===== config.mk =====
export PLATFORM = sky130hd
export DESIGN_NAME = radix_digit_encoder
export DESIGN_NICKNAME = d
export VERILOG_FILES = /design/src/hw/rtl/rde_pkg.sv /design/src/hw/rtl/radix_digit_encoder.sv /design/src/hw/rtl/rde_ram.sv /design/src/hw/rtl/rde_front.sv /design/src/hw/rtl/rde_queue.sv /design/src/hw/rtl/rde_back.sv
export SDC_FILE = /design/constraint.sdc
export NUM_CORES = 1
export LEC_CHECK = 0
export BUFFER_PORTS_ARGS = -buffer_cell sky130_fd_sc_hd__buf_2
export CAP_MARGIN = 15
export CORE_MARGIN = 1
export CORE_UTILIZATION = 45
export CTS_CLUSTER_DIAMETER = 150
export DETAILED_ROUTE_END_ITERATION = 10
export SYNTH_ARGS = -nofsm -noshare
export SYNTH_HDL_FRONTEND = slang
export SYNTH_SLANG_ARGS = --single-unit

===== constraint.sdc =====
create_clock -name clk -period 21.8 [get_ports clk]
set_clock_uncertainty 0.1 [all_clocks]
set_input_delay 1.09 -clock clk [delete_from_list [all_inputs] [get_ports clk]]
set_output_delay 1.09 -clock clk [all_outputs]
set_load 0.01 [all_outputs]

===== src/hw/rtl/rde_pkg.sv =====
// Shared constants and types for the radix digit encoder.
package rde_pkg;

  localparam int VALUE_W   = 64;
  localparam int CHAR_W    = 8;
  localparam int DIGIT_W   = 4;
  localparam int RADIX_W   = 5;
  localparam int DIV_BITS  = 8;
  localparam int DIV_STEPS = VALUE_W / DIV_BITS;
  localparam int STEP_W    = $clog2(DIV_STEPS);
  localparam int CNT_W     = 7;
  localparam int NUM_BANKS = 2;
  localparam int BANK_CNT_W = 2;

  localparam int MAX_DIGITS_DEF = 64;
  localparam int MAX_RADIX      = 16;
  localparam int MIN_RADIX      = 2;

  localparam int PADDR_W   = 5;
  localparam int PDATA_W   = 64;
  localparam int REG_IDX_W = 2;

  localparam logic [REG_IDX_W-1:0] REG_RADIX      = 2'd0;
  localparam logic [REG_IDX_W-1:0] REG_ALPHA_LOW  = 2'd1;
  localparam logic [REG_IDX_W-1:0] REG_ALPHA_HIGH = 2'd2;

  localparam logic [RADIX_W-1:0] RESET_RADIX      = 5'd10;
  localparam logic [VALUE_W-1:0] RESET_ALPHA_LOW  = 64'h3736353433323130;
  localparam logic [VALUE_W-1:0] RESET_ALPHA_HIGH = 64'h4645444342413938;

  typedef struct packed {
    logic [CNT_W-1:0] cnt;
    logic             bank;
  } job_t;

endpackage


===== src/hw/rtl/radix_digit_encoder.sv =====
// Top level of the radix digit encoder: configuration registers and block wiring.
// Each transaction on the input carries a 64-bit unsigned value; the block returns
// its digits in the configured radix (2..16) as alphabet characters, most
// significant first, with out_last_digit set on the final one. Each digit takes
// one 64-bit pass through the front end's division unit (eight quotient bits per
// cycle), so radix 2 takes up to 64 passes. The emitter reads the digit RAM in
// reverse, one read at a time, and runs while the front end converts the next
// value into the other RAM bank.
module radix_digit_encoder import rde_pkg::*; #(
  parameter int MAX_DIGITS = MAX_DIGITS_DEF
) (
  input  logic               clk,
  input  logic               rst_n,
  input  logic               in_valid,
  output logic               in_stall,
  input  logic [VALUE_W-1:0] in_value,
  output logic               out_valid,
  input  logic               out_stall,
  output logic [CHAR_W-1:0]  out_digit_char,
  output logic               out_last_digit,
  input  logic               psel,
  input  logic               penable,
  input  logic               pwrite,
  input  logic [PADDR_W-1:0] paddr,
  input  logic [PDATA_W-1:0] pwdata,
  output logic [PDATA_W-1:0] prdata,
  output logic               pready
);

  localparam int RAM_AW = $clog2(MAX_DIGITS) + 1;

  logic [RADIX_W-1:0] radix_r, radix_nxt;
  logic [VALUE_W-1:0] alpha_low_r, alpha_low_nxt;
  logic [VALUE_W-1:0] alpha_high_r, alpha_high_nxt;
  logic [RADIX_W-1:0] eff_radix;
  logic [REG_IDX_W-1:0] reg_idx;
  logic               cfg_wr;

  logic               ram_we, ram_re;
  logic [RAM_AW-1:0]  ram_waddr, ram_raddr;
  logic [DIGIT_W-1:0] ram_wdata, ram_rdata;
  logic               job_push, job_pop, job_valid;
  job_t               job_in, job_head;
  logic               bank_release;

  assign pready  = 1'b1;
  assign reg_idx = paddr[PADDR_W-1:3];
  assign cfg_wr  = psel && penable && pwrite && pready;

  always_comb begin
    radix_nxt      = radix_r;
    alpha_low_nxt  = alpha_low_r;
    alpha_high_nxt = alpha_high_r;
    if (cfg_wr) begin
      case (reg_idx)
        REG_RADIX:      radix_nxt      = pwdata[RADIX_W-1:0];
        REG_ALPHA_LOW:  alpha_low_nxt  = pwdata;
        REG_ALPHA_HIGH: alpha_high_nxt = pwdata;
        default: ;
      endcase
    end
  end

  always_comb begin
    case (reg_idx)
      REG_RADIX:      prdata = PDATA_W'(radix_r);
      REG_ALPHA_LOW:  prdata = alpha_low_r;
      REG_ALPHA_HIGH: prdata = alpha_high_r;
      default:        prdata = '0;
    endcase
  end

  always_comb begin
    if (radix_r < RADIX_W'(MIN_RADIX)) begin
      eff_radix = RADIX_W'(MIN_RADIX);
    end else if (radix_r > RADIX_W'(MAX_RADIX)) begin
      eff_radix = RADIX_W'(MAX_RADIX);
    end else begin
      eff_radix = radix_r;
    end
  end

  always_ff @(posedge clk) begin
    if (!rst_n) begin
      radix_r      <= RESET_RADIX;
      alpha_low_r  <= RESET_ALPHA_LOW;
      alpha_high_r <= RESET_ALPHA_HIGH;
    end else begin
      radix_r      <= radix_nxt;
      alpha_low_r  <= alpha_low_nxt;
      alpha_high_r <= alpha_high_nxt;
    end
  end

  rde_front #(.MAX_DIGITS(MAX_DIGITS)) u_front (
    .clk          (clk),
    .rst_n        (rst_n),
    .in_valid     (in_valid),
    .in_stall     (in_stall),
    .in_value     (in_value),
    .eff_radix    (eff_radix),
    .bank_release (bank_release),
    .ram_we       (ram_we),
    .ram_waddr    (ram_waddr),
    .ram_wdata    (ram_wdata),
    .job_push     (job_push),
    .job_data     (job_in)
  );

  rde_ram #(.WIDTH(DIGIT_W), .DEPTH(1 << RAM_AW)) u_ram (
    .clk   (clk),
    .we    (ram_we),
    .waddr (ram_waddr),
    .wdata (ram_wdata),
    .re    (ram_re),
    .raddr (ram_raddr),
    .rdata (ram_rdata)
  );

  rde_queue u_queue (
    .clk       (clk),
    .rst_n     (rst_n),
    .push      (job_push),
    .push_data (job_in),
    .pop       (job_pop),
    .not_empty (job_valid),
    .head      (job_head)
  );

  rde_back #(.MAX_DIGITS(MAX_DIGITS)) u_back (
    .clk            (clk),
    .rst_n          (rst_n),
    .job_valid      (job_valid),
    .job            (job_head),
    .job_pop        (job_pop),
    .ram_re         (ram_re),
    .ram_raddr      (ram_raddr),
    .ram_rdata      (ram_rdata),
    .bank_release   (bank_release),
    .alpha_low      (alpha_low_r),
    .alpha_high     (alpha_high_r),
    .out_valid      (out_valid),
    .out_stall      (out_stall),
    .out_digit_char (out_digit_char),
    .out_last_digit (out_last_digit)
  );

endmodule


===== src/hw/rtl/rde_ram.sv =====
// Generic single-write, single-read RAM with registered read data.
module rde_ram #(
  parameter int WIDTH = 4,
  parameter int DEPTH = 128
) (
  input  logic                     clk,
  input  logic                     we,
  input  logic [$clog2(DEPTH)-1:0] waddr,
  input  logic [WIDTH-1:0]         wdata,
  input  logic                     re,
  input  logic [$clog2(DEPTH)-1:0] raddr,
  output logic [WIDTH-1:0]         rdata
);

  logic [WIDTH-1:0] mem [DEPTH];
  logic [WIDTH-1:0] rdata_r;

  always_ff @(posedge clk) begin
    if (we) begin
      mem[waddr] <= wdata;
    end
    if (re) begin
      rdata_r <= mem[raddr];
    end
  end

  assign rdata = rdata_r;

endmodule


===== src/hw/rtl/rde_front.sv =====
// Front end: accepts values and runs the iterative division, writing digits to RAM.
module rde_front import rde_pkg::*; #(
  parameter int MAX_DIGITS = MAX_DIGITS_DEF
) (
  input  logic                                clk,
  input  logic                                rst_n,
  input  logic                                in_valid,
  output logic                                in_stall,
  input  logic [VALUE_W-1:0]                  in_value,
  input  logic [RADIX_W-1:0]                  eff_radix,
  input  logic                                bank_release,
  output logic                                ram_we,
  output logic [$clog2(MAX_DIGITS):0]         ram_waddr,
  output logic [DIGIT_W-1:0]                  ram_wdata,
  output logic                                job_push,
  output job_t                                job_data
);

  localparam int IDX_W = $clog2(MAX_DIGITS);

  logic                  busy_r, busy_nxt;
  logic [VALUE_W-1:0]    quo_r, quo_nxt;
  logic [DIGIT_W-1:0]    rem_r, rem_nxt;
  logic [STEP_W-1:0]     step_r, step_nxt;
  logic [CNT_W-1:0]      cnt_r, cnt_nxt;
  logic                  bank_r, bank_nxt;
  logic                  nz_r, nz_nxt;
  logic [RADIX_W-1:0]    rad_r, rad_nxt;
  logic [BANK_CNT_W-1:0] banks_r, banks_nxt;

  logic [DIGIT_W-1:0]    div_rem;
  logic [DIV_BITS-1:0]   div_q;
  logic                  accept;
  logic                  last_step;
  logic [CNT_W-1:0]      cnt_inc;
  logic                  conv_done;

  always_comb begin
    logic [DIGIT_W-1:0] r;
    logic [RADIX_W-1:0] t;
    r = rem_r;
    div_q = '0;
    for (int i = 0; i < DIV_BITS; i++) begin
      t = {r, quo_r[VALUE_W-1-i]};
      if (t >= rad_r) begin
        t = t - rad_r;
        div_q[DIV_BITS-1-i] = 1'b1;
      end
      r = t[DIGIT_W-1:0];
    end
    div_rem = r;
  end

  assign in_stall  = busy_r || (banks_r == BANK_CNT_W'(NUM_BANKS));
  assign accept    = in_valid && !in_stall;
  assign last_step = busy_r && (step_r == STEP_W'(DIV_STEPS - 1));
  assign cnt_inc   = cnt_r + CNT_W'(1);
  assign conv_done = last_step && (!(nz_r || (|div_q)) || (cnt_inc == CNT_W'(MAX_DIGITS)));

  assign ram_we    = last_step;
  assign ram_waddr = {bank_r, cnt_r[IDX_W-1:0]};
  assign ram_wdata = div_rem;
  assign job_push  = conv_done;
  assign job_data  = '{cnt: cnt_inc, bank: bank_r};

  always_comb begin
    busy_nxt  = busy_r;
    quo_nxt   = quo_r;
    rem_nxt   = rem_r;
    step_nxt  = step_r;
    cnt_nxt   = cnt_r;
    bank_nxt  = bank_r;
    nz_nxt    = nz_r;
    rad_nxt   = rad_r;
    banks_nxt = banks_r + BANK_CNT_W'(accept) - BANK_CNT_W'(bank_release);
    if (accept) begin
      busy_nxt = 1'b1;
      quo_nxt  = in_value;
      rem_nxt  = '0;
      step_nxt = '0;
      cnt_nxt  = '0;
      nz_nxt   = 1'b0;
      rad_nxt  = eff_radix;
    end else if (busy_r) begin
      quo_nxt  = {quo_r[VALUE_W-DIV_BITS-1:0], div_q};
      rem_nxt  = div_rem;
      step_nxt = step_r + STEP_W'(1);
      nz_nxt   = nz_r || (|div_q);
      if (last_step) begin
        rem_nxt = '0;
        nz_nxt  = 1'b0;
        cnt_nxt = cnt_inc;
        if (conv_done) begin
          busy_nxt = 1'b0;
          bank_nxt = !bank_r;
        end
      end
    end
  end

  always_ff @(posedge clk) begin
    if (!rst_n) begin
      busy_r  <= 1'b0;
      bank_r  <= 1'b0;
      banks_r <= '0;
    end else begin
      busy_r  <= busy_nxt;
      bank_r  <= bank_nxt;
      banks_r <= banks_nxt;
    end
  end

  always_ff @(posedge clk) begin
    quo_r  <= quo_nxt;
    rem_r  <= rem_nxt;
    step_r <= step_nxt;
    cnt_r  <= cnt_nxt;
    nz_r   <= nz_nxt;
    rad_r  <= rad_nxt;
  end

  a_banks_bounded: assert property (@(posedge clk) disable iff (!rst_n)
    banks_r <= BANK_CNT_W'(NUM_BANKS))
    else $error("more RAM banks in use than exist");

endmodule


===== src/hw/rtl/rde_queue.sv =====
// Two-entry job queue between the division front end and the emitter.
module rde_queue import rde_pkg::*; (
  input  logic clk,
  input  logic rst_n,
  input  logic push,
  input  job_t push_data,
  input  logic pop,
  output logic not_empty,
  output job_t head
);

  job_t       slot_r [2];
  logic       wr_ptr_r, wr_ptr_nxt;
  logic       rd_ptr_r, rd_ptr_nxt;
  logic [1:0] count_r, count_nxt;

  assign not_empty = (count_r != 2'd0);
  assign head      = slot_r[rd_ptr_r];

  always_comb begin
    wr_ptr_nxt = push ? !wr_ptr_r : wr_ptr_r;
    rd_ptr_nxt = pop ? !rd_ptr_r : rd_ptr_r;
    count_nxt  = count_r + 2'(push) - 2'(pop);
  end

  always_ff @(posedge clk) begin
    if (!rst_n) begin
      wr_ptr_r <= 1'b0;
      rd_ptr_r <= 1'b0;
      count_r  <= '0;
    end else begin
      wr_ptr_r <= wr_ptr_nxt;
      rd_ptr_r <= rd_ptr_nxt;
      count_r  <= count_nxt;
    end
  end

  always_ff @(posedge clk) begin
    if (push) begin
      slot_r[wr_ptr_r] <= push_data;
    end
  end

  a_no_overflow: assert property (@(posedge clk) disable iff (!rst_n)
    push |-> (count_r != 2'd2 || pop))
    else $error("job queue overflow");

  a_no_underflow: assert property (@(posedge clk) disable iff (!rst_n)
    pop |-> not_empty)
    else $error("job queue underflow");

endmodule


===== src/hw/rtl/rde_back.sv =====
// Back end: reads digits out of RAM in reverse and drives the character stream.
module rde_back import rde_pkg::*; #(
  parameter int MAX_DIGITS = MAX_DIGITS_DEF
) (
  input  logic                          clk,
  input  logic                          rst_n,
  input  logic                          job_valid,
  input  job_t                          job,
  output logic                          job_pop,
  output logic                          ram_re,
  output logic [$clog2(MAX_DIGITS):0]   ram_raddr,
  input  logic [DIGIT_W-1:0]            ram_rdata,
  output logic                          bank_release,
  input  logic [VALUE_W-1:0]            alpha_low,
  input  logic [VALUE_W-1:0]            alpha_high,
  output logic                          out_valid,
  input  logic                          out_stall,
  output logic [CHAR_W-1:0]             out_digit_char,
  output logic                          out_last_digit
);

  localparam int IDX_W = $clog2(MAX_DIGITS);

  logic              active_r, active_nxt;
  logic [IDX_W-1:0]  idx_r, idx_nxt;
  logic              bank_r, bank_nxt;
  logic              pend_r, pend_nxt;
  logic              pend_last_r, pend_last_nxt;
  logic              out_valid_r, out_valid_nxt;
  logic [CHAR_W-1:0] out_char_r, out_char_nxt;
  logic              out_last_r, out_last_nxt;

  logic              out_acc;
  logic              issue;
  logic              idx_zero;
  logic [CNT_W-1:0]  job_top;
  logic [VALUE_W-1:0] alpha_word;

  assign out_acc   = out_valid_r && !out_stall;
  assign issue     = active_r && !pend_r && (!out_valid_r || out_acc);
  assign idx_zero  = (idx_r == '0);
  assign job_pop   = !active_r && job_valid;
  assign job_top   = job.cnt - CNT_W'(1);

  assign ram_re       = issue;
  assign ram_raddr    = {bank_r, idx_r};
  assign bank_release = issue && idx_zero;

  assign alpha_word = ram_rdata[DIGIT_W-1] ? alpha_high : alpha_low;

  always_comb begin
    active_nxt    = active_r;
    idx_nxt       = idx_r;
    bank_nxt      = bank_r;
    pend_nxt      = issue;
    pend_last_nxt = pend_last_r;
    out_valid_nxt = out_valid_r;
    out_char_nxt  = out_char_r;
    out_last_nxt  = out_last_r;
    if (job_pop) begin
      active_nxt = 1'b1;
      idx_nxt    = job_top[IDX_W-1:0];
      bank_nxt   = job.bank;
    end else if (issue) begin
      pend_last_nxt = idx_zero;
      if (idx_zero) begin
        active_nxt = 1'b0;
      end else begin
        idx_nxt = idx_r - IDX_W'(1);
      end
    end
    if (pend_r) begin
      out_valid_nxt = 1'b1;
      out_char_nxt  = alpha_word[{ram_rdata[DIGIT_W-2:0], 3'b000} +: CHAR_W];
      out_last_nxt  = pend_last_r;
    end else if (out_acc) begin
      out_valid_nxt = 1'b0;
    end
  end

  always_ff @(posedge clk) begin
    if (!rst_n) begin
      active_r    <= 1'b0;
      pend_r      <= 1'b0;
      out_valid_r <= 1'b0;
    end else begin
      active_r    <= active_nxt;
      pend_r      <= pend_nxt;
      out_valid_r <= out_valid_nxt;
    end
  end

  always_ff @(posedge clk) begin
    idx_r       <= idx_nxt;
    bank_r      <= bank_nxt;
    pend_last_r <= pend_last_nxt;
    out_char_r  <= out_char_nxt;
    out_last_r  <= out_last_nxt;
  end

  assign out_valid      = out_valid_r;
  assign out_digit_char = out_char_r;
  assign out_last_digit = out_last_r;

  a_pend_has_room: assert property (@(posedge clk) disable iff (!rst_n)
    pend_r |-> (!out_valid_r || !out_stall))
    else $error("read data arrives while output register is held");

endmodule


==> run metrics <==
Resized Gates After CTS 0; wire length of the first global-routing pass 129,000 µm; worst min-delay path category register to register; Longest Clk Path Bufs 3; met1 Use GR 0.297; Final #Nets 2,844; Tightest Pin Transition 1230 ps; worst max-slew margin expressed relative to the limit 0.177; min Tclk post-route 13,840 ps; synthesized instance count 2,472; maximum number of pins on one net before global-route repair 136; TritonCTS clock tree yes; Fin Setup TNS 0 ps; DRT antenna net count 0; stage delay of the slowest cell on the critical path 860 ps; number of inserted filler cells in the final layout 6,209; Largest delay share family, worst path compound AO/OA/AOI/OAI gates; crit path capture type register; total number of vias 21,000; number of CTS-inserted buffers 83; gp weighted congestion 0.822; maximum level of the CTS H-tree 3; antenna violations before repair 5; port buffer count 211; Chip Height 276 µm; number of violations of the max-capacitance limit 0; buffers and inverters on the worst path 5; IO Pins 216; Syn Nets 2,668; met2 track demand over resource 0.360; dominant register cell in the synthesized netlist sky130_fd_sc_hd__edfxtp_1; fin. max-slew vios 0; share of the cycle needed by the critical path after routing 0.635; crit path max-delay cell type sky130_fd_sc_hd__o22ai_1; Die Outline Area 76,400 µm²; clock transition at the register clock pins on the worst setup and hold paths after CTS 60 ps; all-layer global routing usage 0.221; global-route met3 utilization 0.0376; root buffer cell sky130_fd_sc_hd__clkbuf_16; footprint of the flip-flops and latches 21,700 µm²; register bit total from synthesis 776; start-to-end type of the worst setup path register to register; crit path DAT 14,060 ps; post-synthesis async set-or-reset flop share 0; final hold violation count 0; status finished clean; total overflow reported by the global router 0; DIE WIDTH 276 µm; synthesized area divided by synthesized cell count 13.7 µm²; initial core utilization 0.455; number of setup buffers added after CTS 0; synthesis-to-finish area growth 13.3%; crit start category register; Max Fclk 72.3 MHz; largest fanout of any net on the critical path 70; share of final-layout standard cells stronger than drive strength 1 0.207; required time reported for the critical path endpoint 22,010 ps; area taken by multi-input logic gates 11,400 µm²; number of distinct standard cells referenced by the synthesized netlist 63; First-pass DRT Iterations 7; post-DR wirelength/cell 22.9 µm; detailed placer's ending HPWL 51,800 µm; unrepaired setup endpoints after global routing false; Residual DRC 0; cts hold-fix bufs 0; number of enable flip-flop cells after synthesis 616; final count of negative-setup-slack endpoints 0; netlist area before placement 33,900 µm²; count of routing violations after the opening detailed-route iteration 1,776; TritonCTS sink count 776; routed via count divided by cell count 5.69; crit-path most repeated cell sky130_fd_sc_hd__ha_1; Routed WL 84,600 µm; row count 100; source-to-sink clock delay at the later pin of the worst-skew pair 620 ps; count of warnings emitted by yosys 0; share of synthesized area occupied by flip-flops and latches 0.640; vias in the first global route 21,300; placeable core area 74,400 µm²; most heavily used metal layer in global routing met2
cells in the mapped netlist (25+ instances only):
master / instances / share of area
sky130_fd_sc_hd__inv_1: 45 / 0.0050
sky130_fd_sc_hd__xnor2_1: 25 / 0.0065
sky130_fd_sc_hd__nor2_1: 180 / 0.020
sky130_fd_sc_hd__a22o_1: 62 / 0.016
sky130_fd_sc_hd__a21boi_0: 69 / 0.015
sky130_fd_sc_hd__ha_1: 48 / 0.018
sky130_fd_sc_hd__mux4_2: 154 / 0.10
sky130_fd_sc_hd__edfxtp_1: 616 / 0.55
sky130_fd_sc_hd__nand2_1: 490 / 0.054
sky130_fd_sc_hd__nand3_1: 68 / 0.010
sky130_fd_sc_hd__mux2i_1: 80 / 0.024
sky130_fd_sc_hd__clkbuf_1: 94 / 0.010
sky130_fd_sc_hd__a21oi_1: 48 / 0.0071
sky130_fd_sc_hd__dfxtp_1: 160 / 0.094
worst reg2reg max path: cells and delay by family (launching register included):
kind	cells	cell delay, ps
mux	7	2750
buf+inv	5	1880
fa+ha+maj	8	2540
compound gates	19	5460
flops	1	770
state kept, by name, summed over array words and instances, names as in the netlist, 6 cells and up, named ones only:
name and flops:
u_back.out_digit_char 8, alpha_low_r 64, alpha_high_r 64, u_front.cnt_r 7, u_queue.slot_r 14, u_ram.mem 512, u_front.quo_r 64, u_back.idx_r 6
layout by cell type, fill, tap and decap left out, types with 62 or more instances in the layout:
master                      count
sky130_fd_sc_hd__edfxtp_1     616
sky130_fd_sc_hd__nand2_1      489
sky130_fd_sc_hd__buf_2        210
sky130_fd_sc_hd__nor2_1       180
sky130_fd_sc_hd__dfxtp_1      160
sky130_fd_sc_hd__mux4_2       154
sky130_fd_sc_hd__clkbuf_16     86
sky130_fd_sc_hd__mux2i_1       77
sky130_fd_sc_hd__a21boi_0      69
sky130_fd_sc_hd__nand3_1       67
sky130_fd_sc_hd__a22o_1        62
routing by layer:
metal	vias up	routed length, µm	part of all wire
met4	0	2640	0.031
li1	9545	-	-
met2	716	41400	0.49
met3	133	5500	0.065
met1	10600	35100	0.41
met5	-	0	0
cell families (layout without fill, tap and decap cells):
| family | Yosys count | count (layout) | synth area share |
|---|---|---|---|
| fa+ha+maj | 56 | 56 | 0.0224 |
| other cells | 1 | 6 | 0.000111 |
| buf+inv | 203 | 445 | 0.0271 |
| flops | 776 | 776 | 0.640 |
| xor+xnor | 34 | 34 | 0.00879 |
| simple gates | 840 | 840 | 0.103 |
| mux | 251 | 251 | 0.132 |
| compound gates | 311 | 311 | 0.0664 |
final cells by class:
cell class,count,area share
Sequential cell,776,0.565
Multi-Input combinational cell,1493,0.296
Clock buffer,115,0.0615
Timing Repair Buffer,248,0.0358
Tap cell,969,0.0316
Clock inverter,36,0.00525
Inverter,46,0.00450
Antenna cell,5,0.000326
per-stage QoR:
stage	instances	instance area [µm²]	hold slack (ps)	util	setup WS (ps)
after CTS	3681	38300	323	0.515	7840
after floorplan	2472	33900	300	-	7510
after global placement	3530	35800	311	0.481	8410
final	3688	38400	319	0.516	7960
after detailed placement	3530	35800	310	0.481	7910
after global routing	3687	38400	334	0.516	6880
worst paths after layout:
kind                            depth (start not counted)                    end  slack (ps)          startpoint
worst max register to register                         39      u_ram.mem[116][1]        7960    u_front.rad_r[1]
worst min register to register                          0  u_back.out_last_digit         320  u_back.pend_last_r
worst min-delay path                                    0  u_back.out_last_digit         320  u_back.pend_last_r
worst max-delay path                                   39      u_ram.mem[116][1]        7960    u_front.rad_r[1]
Power is not shown: default switching activity piles up to over one toggle a cycle in this logic, so the estimate is an artifact.
